==> config.mk <==
export PLATFORM = sky130hd
export DESIGN_NAME = poly_voice_allocator_unit
export DESIGN_NICKNAME = d
export VERILOG_FILES = /design/src/pva_pkg.sv /design/src/poly_voice_allocator_unit.sv
export SDC_FILE = /design/constraint.sdc
export NUM_CORES = 1
export LEC_CHECK = 0
export BUFFER_PORTS_ARGS = -buffer_cell sky130_fd_sc_hd__buf_2
export CAP_MARGIN = 15
export CORE_MARGIN = 2
export CORE_UTILIZATION = 50
export CTS_CLUSTER_DIAMETER = 120
export DETAILED_ROUTE_END_ITERATION = 10
export PLACE_DENSITY = 0.67
export SLEW_MARGIN = 20
export SYNTH_ARGS = -nofsm -noshare
export SYNTH_HDL_FRONTEND = slang
export SYNTH_SLANG_ARGS = --single-unit
==> constraint.sdc <==
create_clock -name clk -period 16.7 [get_ports clk]
set_input_delay 1.67 -clock clk [delete_from_list [all_inputs] [get_ports clk]]
set_output_delay 1.67 -clock clk [all_outputs]
set_load 0.01 [all_outputs]
==> src/pva_pkg.sv <==
// Shared constants and types for the polyphonic voice allocator.
package pva_pkg;

    localparam int VOICES  = 8;
    localparam int VOICE_W = 3;
    localparam int CNT_W   = 4;
    localparam int NOTE_W  = 7;
    localparam int VEL_W   = 7;
    localparam int AGE_W   = 32;
    localparam int SENS_W  = 5;

    localparam logic [NOTE_W-1:0] NOTE_LOW   = 7'd24;
    localparam logic [NOTE_W-1:0] NOTE_HIGH  = 7'd107;
    localparam logic [6:0]        PEDAL_HALF = 7'd64;
    localparam logic [SENS_W-1:0] SENS_MAX   = 5'd16;

    typedef enum logic [2:0] {
        OP_NOTE_ON       = 3'd0,
        OP_NOTE_OFF      = 3'd1,
        OP_PEDAL         = 3'd2,
        OP_VOICE_DONE    = 3'd3,
        OP_ALL_NOTES_OFF = 3'd4,
        OP_ALL_SOUND_OFF = 3'd5
    } op_t;

    typedef enum logic [1:0] {
        ACT_START   = 2'd0,
        ACT_RETRIG  = 2'd1,
        ACT_RELEASE = 2'd2,
        ACT_KILL    = 2'd3
    } act_t;

    typedef enum logic {
        CFG_VOICE_COUNT = 1'b0,
        CFG_VEL_SENS    = 1'b1
    } cfg_idx_t;

    typedef enum logic [2:0] {
        S_IDLE,
        S_READ,
        S_EVAL,
        S_FLUSH,
        S_FINAL
    } state_t;

endpackage

==> src/poly_voice_allocator_unit.sv <==
// Polyphonic voice allocator: note events in, per-voice actions out.
//
//  channel   dir  handshake              payload
//  -------   ---  ---------------------  ------------------------------------------
//  s_*       in   s_tvalid / s_tready    s_tdata: opcode, note, velocity, pedal, id
//  m_*       out  m_tvalid / m_tready    m_tdata: action, voice, note, vel, age
//                                        m_tlast: final result of the input item
//  cfg_*     in   cfg_we                 cfg_index, cfg_data
//
// Note on/off, pedal release and all-off events scan the voice memory voice by
// voice (read, then evaluate); a note on stops at the first free or matching
// voice, and m_tready low can stall a release scan or the final result. Other events need no scan.
// Reset clears all voice flags, the age counter and hold; the voice memory
// needs no clearing since the data of voices not playing is never used.
module poly_voice_allocator_unit
    import pva_pkg::*;
(
    input  logic                clk,
    input  logic                rst_n,
    input  logic                s_tvalid,
    output logic                s_tready,
    input  logic [31:0]         s_tdata,   // opcode, note, velocity, pedal_value, voice_id
    output logic                m_tvalid,
    input  logic                m_tready,
    output logic [55:0]         m_tdata,   // action, voice, note_out, scaled_velocity, age_stamp
    output logic                m_tlast,
    input  logic                cfg_we,
    input  logic                cfg_index,
    input  logic [SENS_W-1:0]   cfg_data
);

    state_t state_reg, state_next;

    logic [CNT_W-1:0]   cnt_reg;
    logic [SENS_W-1:0]  sens_reg;
    logic [VOICES-1:0]  playing_reg;
    logic [VOICES-1:0]  released_reg;
    logic [AGE_W-1:0]   next_age_reg;
    logic               hold_reg;

    op_t                op_reg;
    logic [NOTE_W-1:0]  note_reg;
    logic [VEL_W-1:0]   vel_reg;
    logic [CNT_W-1:0]   lim_reg;
    logic [VOICE_W-1:0] idx_reg;

    logic [NOTE_W+AGE_W-1:0] voice_mem [VOICES];
    logic [NOTE_W+AGE_W-1:0] rd_data_reg;

    logic               rel_found_reg, old_found_reg;
    logic [VOICE_W-1:0] rel_pick_reg, old_pick_reg;
    logic [AGE_W-1:0]   rel_age_reg, old_age_reg;

    act_t               act_reg;
    logic [VOICE_W-1:0] pick_reg;

    logic               pend_valid_reg;
    act_t               pend_act_reg;
    logic [VOICE_W-1:0] pend_voice_reg;
    logic [NOTE_W-1:0]  pend_note_reg;

    logic               out_valid_reg;
    act_t               out_act_reg;
    logic [VOICE_W-1:0] out_voice_reg;
    logic [NOTE_W-1:0]  out_note_reg;
    logic [VEL_W-1:0]   out_vel_reg;
    logic [AGE_W-1:0]   out_age_reg;
    logic               out_last_reg;

    // input fields
    op_t                s_op;
    logic [NOTE_W-1:0]  s_note;
    logic [VEL_W-1:0]   s_vel;
    logic [6:0]         s_pedal;
    logic [VOICE_W-1:0] s_vid;

    logic               in_acc, out_free;
    logic [SENS_W-1:0]  sens_inv;
    logic [6:0]         floor_v;
    logic [7:0]         span;
    logic [14:0]        prod;
    logic [7:0]         scaled_sum;
    logic               start_scan;
    logic [CNT_W-1:0]   start_lim;

    logic [NOTE_W-1:0]  rd_note;
    logic [AGE_W-1:0]   rd_age;
    logic               cur_play, cur_rel, note_match, scan_end;
    logic               on_done_now, rel_hit, eval_stall;
    logic               rel_upd, old_upd;
    logic [VOICE_W-1:0] steal_pick;

    logic               mem_rd, hit_take, pend_push, flush_push, final_push, flush_done;

    assign s_op    = op_t'(s_tdata[2:0]);
    assign s_note  = s_tdata[9:3];
    assign s_vel   = s_tdata[16:10];
    assign s_pedal = s_tdata[23:17];
    assign s_vid   = s_tdata[26:24];

    assign in_acc   = s_tvalid && s_tready;
    assign out_free = !out_valid_reg || m_tready;

    // velocity: floor + vel * (128 - floor) / 128
    assign sens_inv   = SENS_MAX - sens_reg;
    assign floor_v    = {sens_inv[3:0], 3'b000};
    assign span       = 8'd128 - {1'b0, floor_v};
    assign prod       = {8'b0, s_vel} * {7'b0, span};
    assign scaled_sum = {1'b0, floor_v} + prod[14:7];

    always_comb
    begin
        start_scan = 1'b0;
        start_lim  = CNT_W'(VOICES);
        case (s_op)
            OP_NOTE_ON:
            begin
                start_scan = (s_note >= NOTE_LOW) && (s_note <= NOTE_HIGH);
                start_lim  = cnt_reg;
            end
            OP_NOTE_OFF:
            begin
                start_scan = !hold_reg;
                start_lim  = cnt_reg;
            end
            OP_PEDAL:         start_scan = s_pedal < PEDAL_HALF;
            OP_ALL_NOTES_OFF: start_scan = 1'b1;
            OP_ALL_SOUND_OFF: start_scan = 1'b1;
            default:          start_scan = 1'b0;
        endcase
    end

    assign rd_note     = rd_data_reg[NOTE_W+AGE_W-1:AGE_W];
    assign rd_age      = rd_data_reg[AGE_W-1:0];
    assign cur_play    = playing_reg[idx_reg];
    assign cur_rel     = released_reg[idx_reg];
    assign note_match  = rd_note == note_reg;
    assign scan_end    = {1'b0, idx_reg} == (lim_reg - CNT_W'(1));
    assign on_done_now = !cur_play || note_match;

    assign rel_upd    = cur_rel && (!rel_found_reg || (rd_age < rel_age_reg));
    assign old_upd    = !old_found_reg || (rd_age < old_age_reg);
    assign steal_pick = rel_upd       ? idx_reg      :
                        rel_found_reg ? rel_pick_reg :
                        old_upd       ? idx_reg      : old_pick_reg;

    always_comb
    begin
        case (op_reg)
            OP_NOTE_OFF:      rel_hit = cur_play && !cur_rel && note_match;
            OP_PEDAL:         rel_hit = cur_play && !cur_rel;
            OP_ALL_NOTES_OFF: rel_hit = cur_play && !cur_rel;
            OP_ALL_SOUND_OFF: rel_hit = cur_play;
            default:          rel_hit = 1'b0;
        endcase
    end

    assign eval_stall = rel_hit && pend_valid_reg && !out_free;

    // next state
    always_comb
    begin
        state_next = state_reg;
        case (state_reg)
            S_IDLE:
                if (in_acc && start_scan)
                    state_next = S_READ;
            S_READ:
                state_next = S_EVAL;
            S_EVAL:
                if (op_reg == OP_NOTE_ON)
                begin
                    if (on_done_now || scan_end)
                        state_next = S_FINAL;
                    else
                        state_next = S_READ;
                end
                else if (!eval_stall)
                begin
                    state_next = scan_end ? S_FLUSH : S_READ;
                end
            S_FLUSH:
                if (!pend_valid_reg || out_free)
                    state_next = S_IDLE;
            S_FINAL:
                if (out_free)
                    state_next = S_IDLE;
            default:
                state_next = S_IDLE;
        endcase
    end

    // control outputs
    always_comb
    begin
        s_tready   = state_reg == S_IDLE;
        mem_rd     = state_reg == S_READ;
        hit_take   = (state_reg == S_EVAL) && (op_reg != OP_NOTE_ON) && rel_hit && !eval_stall;
        pend_push  = hit_take && pend_valid_reg;
        flush_done = (state_reg == S_FLUSH) && (!pend_valid_reg || out_free);
        flush_push = flush_done && pend_valid_reg;
        final_push = (state_reg == S_FINAL) && out_free;
    end

    always_ff @(posedge clk or negedge rst_n)
    begin
        if (!rst_n)
            state_reg <= S_IDLE;
        else
            state_reg <= state_next;
    end

    // configuration, voice flags, age counter, hold
    always_ff @(posedge clk or negedge rst_n)
    begin
        if (!rst_n)
        begin
            cnt_reg       <= CNT_W'(VOICES);
            sens_reg      <= SENS_MAX;
            playing_reg   <= '0;
            released_reg  <= '0;
            next_age_reg  <= '0;
            hold_reg      <= 1'b0;
        end
        else
        begin
            if (cfg_we)
            begin
                case (cfg_idx_t'(cfg_index))
                    CFG_VOICE_COUNT:
                        if (cfg_data[3:0] == 4'd0)
                            cnt_reg <= CNT_W'(1);
                        else if (cfg_data[3:0] > CNT_W'(VOICES))
                            cnt_reg <= CNT_W'(VOICES);
                        else
                            cnt_reg <= cfg_data[3:0];
                    CFG_VEL_SENS:
                        if (cfg_data == '0)
                            sens_reg <= SENS_W'(1);
                        else if (cfg_data > SENS_MAX)
                            sens_reg <= SENS_MAX;
                        else
                            sens_reg <= cfg_data;
                    default: ;
                endcase
            end
            if (in_acc)
            begin
                case (s_op)
                    OP_PEDAL:
                        hold_reg <= s_pedal >= PEDAL_HALF;
                    OP_VOICE_DONE:
                        if ({1'b0, s_vid} < CNT_W'(VOICES))
                        begin
                            playing_reg[s_vid]  <= 1'b0;
                            released_reg[s_vid] <= 1'b0;
                        end
                    default: ;
                endcase
            end
            if (hit_take)
            begin
                if (op_reg == OP_ALL_SOUND_OFF)
                begin
                    playing_reg[idx_reg]  <= 1'b0;
                    released_reg[idx_reg] <= 1'b0;
                end
                else
                begin
                    released_reg[idx_reg] <= 1'b1;
                end
            end
            if (final_push)
            begin
                playing_reg[pick_reg]  <= 1'b1;
                released_reg[pick_reg] <= 1'b0;
                next_age_reg           <= next_age_reg + AGE_W'(1);
            end
        end
    end

    // scan trackers and handshake flags
    always_ff @(posedge clk or negedge rst_n)
    begin
        if (!rst_n)
        begin
            rel_found_reg  <= 1'b0;
            old_found_reg  <= 1'b0;
            pend_valid_reg <= 1'b0;
            out_valid_reg  <= 1'b0;
        end
        else
        begin
            if (in_acc)
            begin
                rel_found_reg <= 1'b0;
                old_found_reg <= 1'b0;
            end
            else if ((state_reg == S_EVAL) && (op_reg == OP_NOTE_ON))
            begin
                if (rel_upd)
                    rel_found_reg <= 1'b1;
                old_found_reg <= 1'b1;
            end
            if (hit_take)
                pend_valid_reg <= 1'b1;
            else if (flush_push)
                pend_valid_reg <= 1'b0;
            if (pend_push || flush_push || final_push)
                out_valid_reg <= 1'b1;
            else if (m_tready)
                out_valid_reg <= 1'b0;
        end
    end

    // payload registers
    always_ff @(posedge clk)
    begin
        if (in_acc)
        begin
            op_reg   <= s_op;
            note_reg <= s_note;
            vel_reg  <= scaled_sum[VEL_W-1:0];
            lim_reg  <= start_lim;
            idx_reg  <= '0;
        end
        else if ((state_reg == S_EVAL) && (state_next == S_READ))
        begin
            idx_reg <= idx_reg + VOICE_W'(1);
        end

        if ((state_reg == S_EVAL) && (op_reg == OP_NOTE_ON))
        begin
            if (rel_upd)
            begin
                rel_pick_reg <= idx_reg;
                rel_age_reg  <= rd_age;
            end
            if (old_upd)
            begin
                old_pick_reg <= idx_reg;
                old_age_reg  <= rd_age;
            end
            if (!cur_play)
            begin
                act_reg  <= ACT_START;
                pick_reg <= idx_reg;
            end
            else if (note_match)
            begin
                act_reg  <= ACT_RETRIG;
                pick_reg <= idx_reg;
            end
            else
            begin
                act_reg  <= ACT_RETRIG;
                pick_reg <= steal_pick;
            end
        end

        if (hit_take)
        begin
            pend_act_reg   <= (op_reg == OP_ALL_SOUND_OFF) ? ACT_KILL : ACT_RELEASE;
            pend_voice_reg <= idx_reg;
            pend_note_reg  <= rd_note;
        end

        if (final_push)
        begin
            out_act_reg   <= act_reg;
            out_voice_reg <= pick_reg;
            out_note_reg  <= note_reg;
            out_vel_reg   <= vel_reg;
            out_age_reg   <= next_age_reg;
            out_last_reg  <= 1'b1;
        end
        else if (pend_push || flush_push)
        begin
            out_act_reg   <= pend_act_reg;
            out_voice_reg <= pend_voice_reg;
            out_note_reg  <= pend_note_reg;
            out_vel_reg   <= '0;
            out_age_reg   <= '0;
            out_last_reg  <= flush_push;
        end
    end

    // voice memory: note and age per voice, one write and one registered read
    always_ff @(posedge clk)
    begin
        if (final_push)
            voice_mem[pick_reg] <= {note_reg, next_age_reg};
        if (mem_rd)
            rd_data_reg <= voice_mem[idx_reg];
    end

    assign m_tvalid = out_valid_reg;
    assign m_tlast  = out_last_reg;
    assign m_tdata  = {5'b0, out_age_reg, out_vel_reg, out_note_reg, out_voice_reg,
                       out_act_reg};

endmodule

==> run_results.csv <==
group,metric,value,unit
pwr,power_frac_seq,48.9,%
place,dpl.cell_count,2280,
sta,fin_skew,0.0119,ns
setup_path,r2r_slack,10.32,ns
logic_synthesis,netlist_instances,1603,
worst_hold_path,hp-class,"reg2reg",
global_routing,grt_pass1_vias,14215,
setup_path,path_max_fanout,12,
floorplanning,design.die.area,49600,sq um
place,dpl.hpwl,30800,um
sta,fin_crit,6.38,ns
detailed_routing,totalWireLength,53200,um
clock_tree,cts.sinks,576,
place,portBuffers,85,
final_layout,drive_gt1_share,13.1,%
clock_tree,root_buffer,"clkbuf_16",
detailed_routing,antenna_left,0,
final_layout,area_growth,13.0,%
sta,rsz0062_at_grt,"false",
final_layout,diodes,0,
worst_hold_path,min-delay-start,"rd_data_reg[33]",
clock_tree,cts_setup_buffers,0,
floorplanning,dieHeight,223,um
setup_path,reg2reg_from,"sens_reg[0]",
sta,slew_headroom,25.7,%
clock_tree,cts_hold_buf,0,
sta,tightest_slew,1.09,ns
detailed_routing,detail_route.vias_per_cell,5.87,
logic_synthesis,synth_cell_types,68,
detailed_routing,drc,0,
sta,slew_violations,0,
pwr,p_clk_share,34.2,%
logic_synthesis,ys_warn_count,0,
worst_hold_path,min_to,"pend_note_reg[1]",
floorplanning,rows,80,
sta,finalSetupTns,0,ns
logic_synthesis,synth.yosys.seq_area_share,70.8,%
clock_tree,clk_latency,0.60,ns
detailed_routing,vias,13972,
sta,fin_crit_sh,38.2,%
logic_synthesis,ys_seq_elements,576,
global_routing,grtUsageTotal,21.8,%
logic_synthesis,synth.cell_area,23900,sq um
pwr,combPwrFrac,16.9,%
detailed_routing,drtPass1Iterations,5,
logic_synthesis,syn-mean-instance-area,14.9,sq um
pwr,finalPower,0.00372,W
pwr,ir_worst_vdd,0.101,mV
floorplanning,start_util,50.4,%
global_routing,antenna_found_initial,0,
sta,hold_viol,0,
floorplanning,io_pins,102,
clock_tree,clock_path_buffers,3,
setup_path,crit_type,"reg2reg",
pwr,power.density,138,nW/um^2
setup_path,reg2reg_to,"vel_reg[6]",
place,gp_congestion,0.818,
sta,max_freq,157,MHz
worst_hold_path,whs_path_depth,0,
detailed_routing,routedWlPerCell,22.4,um
flow_run,maxCapViolations,0,
floorplanning,die_w,223,um
setup_path,worstSetupStartpoint,"sens_reg[0]",
floorplanning,core,47400,sq um
setup_path,rr_worst_depth,23,
outcome,status,"complete, no violations",
final_layout,num-nets-final,1873,
clock_tree,cts_tree,"yes",
detailed_routing,initialDrtViolationCount,999,
final_layout,largest_register_ffs,312,
setup_path,start_kind,"flip-flop",
sta,setup_viol,0,
pwr,power.leakage,10.0,nW
clock_tree,clk_pin_slew,0.06,ns
pwr,p_int,0.00271,W
global_routing,grt_pass1_wl,82500,um
clock_tree,cts_max_level,2,
logic_synthesis,synth_edf_count,508,
final_layout,fillCellCount,3734,
clock_tree,numCtsBuffers,54,
pwr,sw_frac_of_total,27.1,%
pwr,power_switching,0.00101,W
logic_synthesis,async_flop_share,11.1,%
logic_synthesis,synthFlopType,"edfxtp_1",
global_routing,overflow,0,
setup_path,cp_data_required_time,17.05,ns
sta,holdWs,0.469,ns
final_layout,stdcell_count,2381,
global_routing,grt_max_degree,65,
setup_path,cp.arrival,6.72,ns
setup_path,critPathCaptureType,"flip-flop",
clock_tree,cts.repair.resized,0,
==> through the flow <==
stage	util [%]	setup WS, ns	area [sq um]
floorplan	-	10.81	23900
global placement	53.1	10.42	25200
detailed placement	53.1	10.39	25200
CTS	56.9	10.35	27000
global route	56.9	9.90	27000
finish	56.9	10.32	27000
==> cells in the mapped netlist, types with 3 or more instances <==
library cell	count	share of area, %
a21o_1	8	0.25
and2_1	23	0.60
nor2_1	47	0.74
o211ai_1	5	0.16
nand3b_1	4	0.13
o21ai_0	20	0.42
a211o_1	3	0.11
dfxtp_1	4	0.33
and3_1	43	1.1
nor2b_1	15	0.39
mux2i_1	11	0.46
inv_1	110	1.7
o21a_1	6	0.19
a211oi_1	5	0.16
buf_4	6	0.19
nor3_1	15	0.31
a22oi_1	165	5.2
o21bai_1	3	0.094
nand4_1	58	1.5
and4_1	4	0.15
a21oi_1	33	0.69
xnor2_1	52	1.9
or3_1	7	0.18
nand2_1	104	1.6
nand2b_1	15	0.39
ha_1	96	5.0
a2111oi_0	6	0.22
nor4_1	4	0.10
a31oi_1	7	0.18
dfrtp_1	63	6.6
o31ai_1	4	0.13
fa_1	13	1.1
xor2_1	9	0.33
clkbuf_1	45	0.71
nor4_2	6	0.31
nor3b_1	4	0.13
mux4_2	3	0.28
edfxtp_1	508	64
nand3_1	34	0.71
o21ai_1	3	0.063
==> critical path, cell delays in order, from the launching register on <==
cell	delay [ns]
dfrtp_1	0.62
inv_1	0.12
ha_1	0.42
nor2_1	0.07
a21oi_1	0.11
nor2_1	0.06
xnor2_1	0.54
nor2b_1	0.14
fa_1	0.51
inv_1	0.06
fa_1	0.54
inv_1	0.06
fa_1	0.48
ha_1	0.31
ha_1	0.22
or4_1	0.59
nand2_1	0.14
xnor2_1	0.13
ha_1	0.24
a21o_1	0.15
a21oi_1	0.19
xnor2_1	0.11
xnor2_1	0.22
xnor2_1	0.09
==> cell usage in the layout (no fill, tap or decap), drive strengths merged, types with 34 or more instances in the layout <==
cell / count
a22oi: 165
and3: 43
buf: 112
clkbuf: 72
dfrtp: 63
edfxtp: 508
ha: 96
inv: 107
nand2: 104
nand3: 34
nand4: 58
nor2: 48
xnor2: 52
==> kinds of logic (layout without fill, tap and decap cells) <==
family                   after synthesis  after routing  share of synthesized area, %
AO/OA/AOI/OAI                        283            283                          8.50
XOR/XNOR                              61             61                          2.23
adder cells (fa/ha/maj)              109            109                          6.11
buffers and inverters                166            325                          2.74
flip-flops                           576            576                          70.8
multiplexers                          17             17                         0.884
other                                  1              5                        0.0157
AND/OR/NAND/NOR                      390            390                          8.67
==> layer usage <==
metal	up-vias	GRT usage, %	wire length, um	share of wire [%]
met4	0	7.64	1300	2.4
met1	7001	29.9	22500	42
li1	6363	-	-	-
met3	84	3.57	3860	7.2
met5	-	0	0	0
met2	524	35.6	25600	48
==> power groups by stage <==
stage	logic (W)	clock network, W	registers (W)
after detailed placement	0.000631	0	0.00185
after global routing	0.000714	0.00135	0.00183
after CTS	0.000638	0.00129	0.00182
after floorplan	0.000441	0	0.00181
after global placement	0.000616	0	0.00184
final	0.000630	0.00127	0.00182
==> how the worst max path moves through the flow <==
stage                       endpoint  slack [ns]
final                     vel_reg[6]       10.32
after global routing      vel_reg[6]        9.90
after CTS                 vel_reg[6]       10.35
after detailed placement  vel_reg[6]       10.39
after global placement    vel_reg[6]       10.42
after floorplan           vel_reg[6]       10.81
==> layout make-up <==
| cell class | count | area [sq um] | area share [%] |
|---|---|---|---|
| clock buffers | 72 | 1480 | 5.48 |
| clock inverters | 29 | 365 | 1.35 |
| inverters | 112 | 420 | 1.56 |
| multi-input cells | 865 | 6410 | 23.7 |
| flip-flops and latches | 576 | 16900 | 62.7 |
| well taps | 615 | 769 | 2.85 |
| repair buffers | 112 | 631 | 2.33 |
No activity file was read; power rests on OpenSTA's default activity.
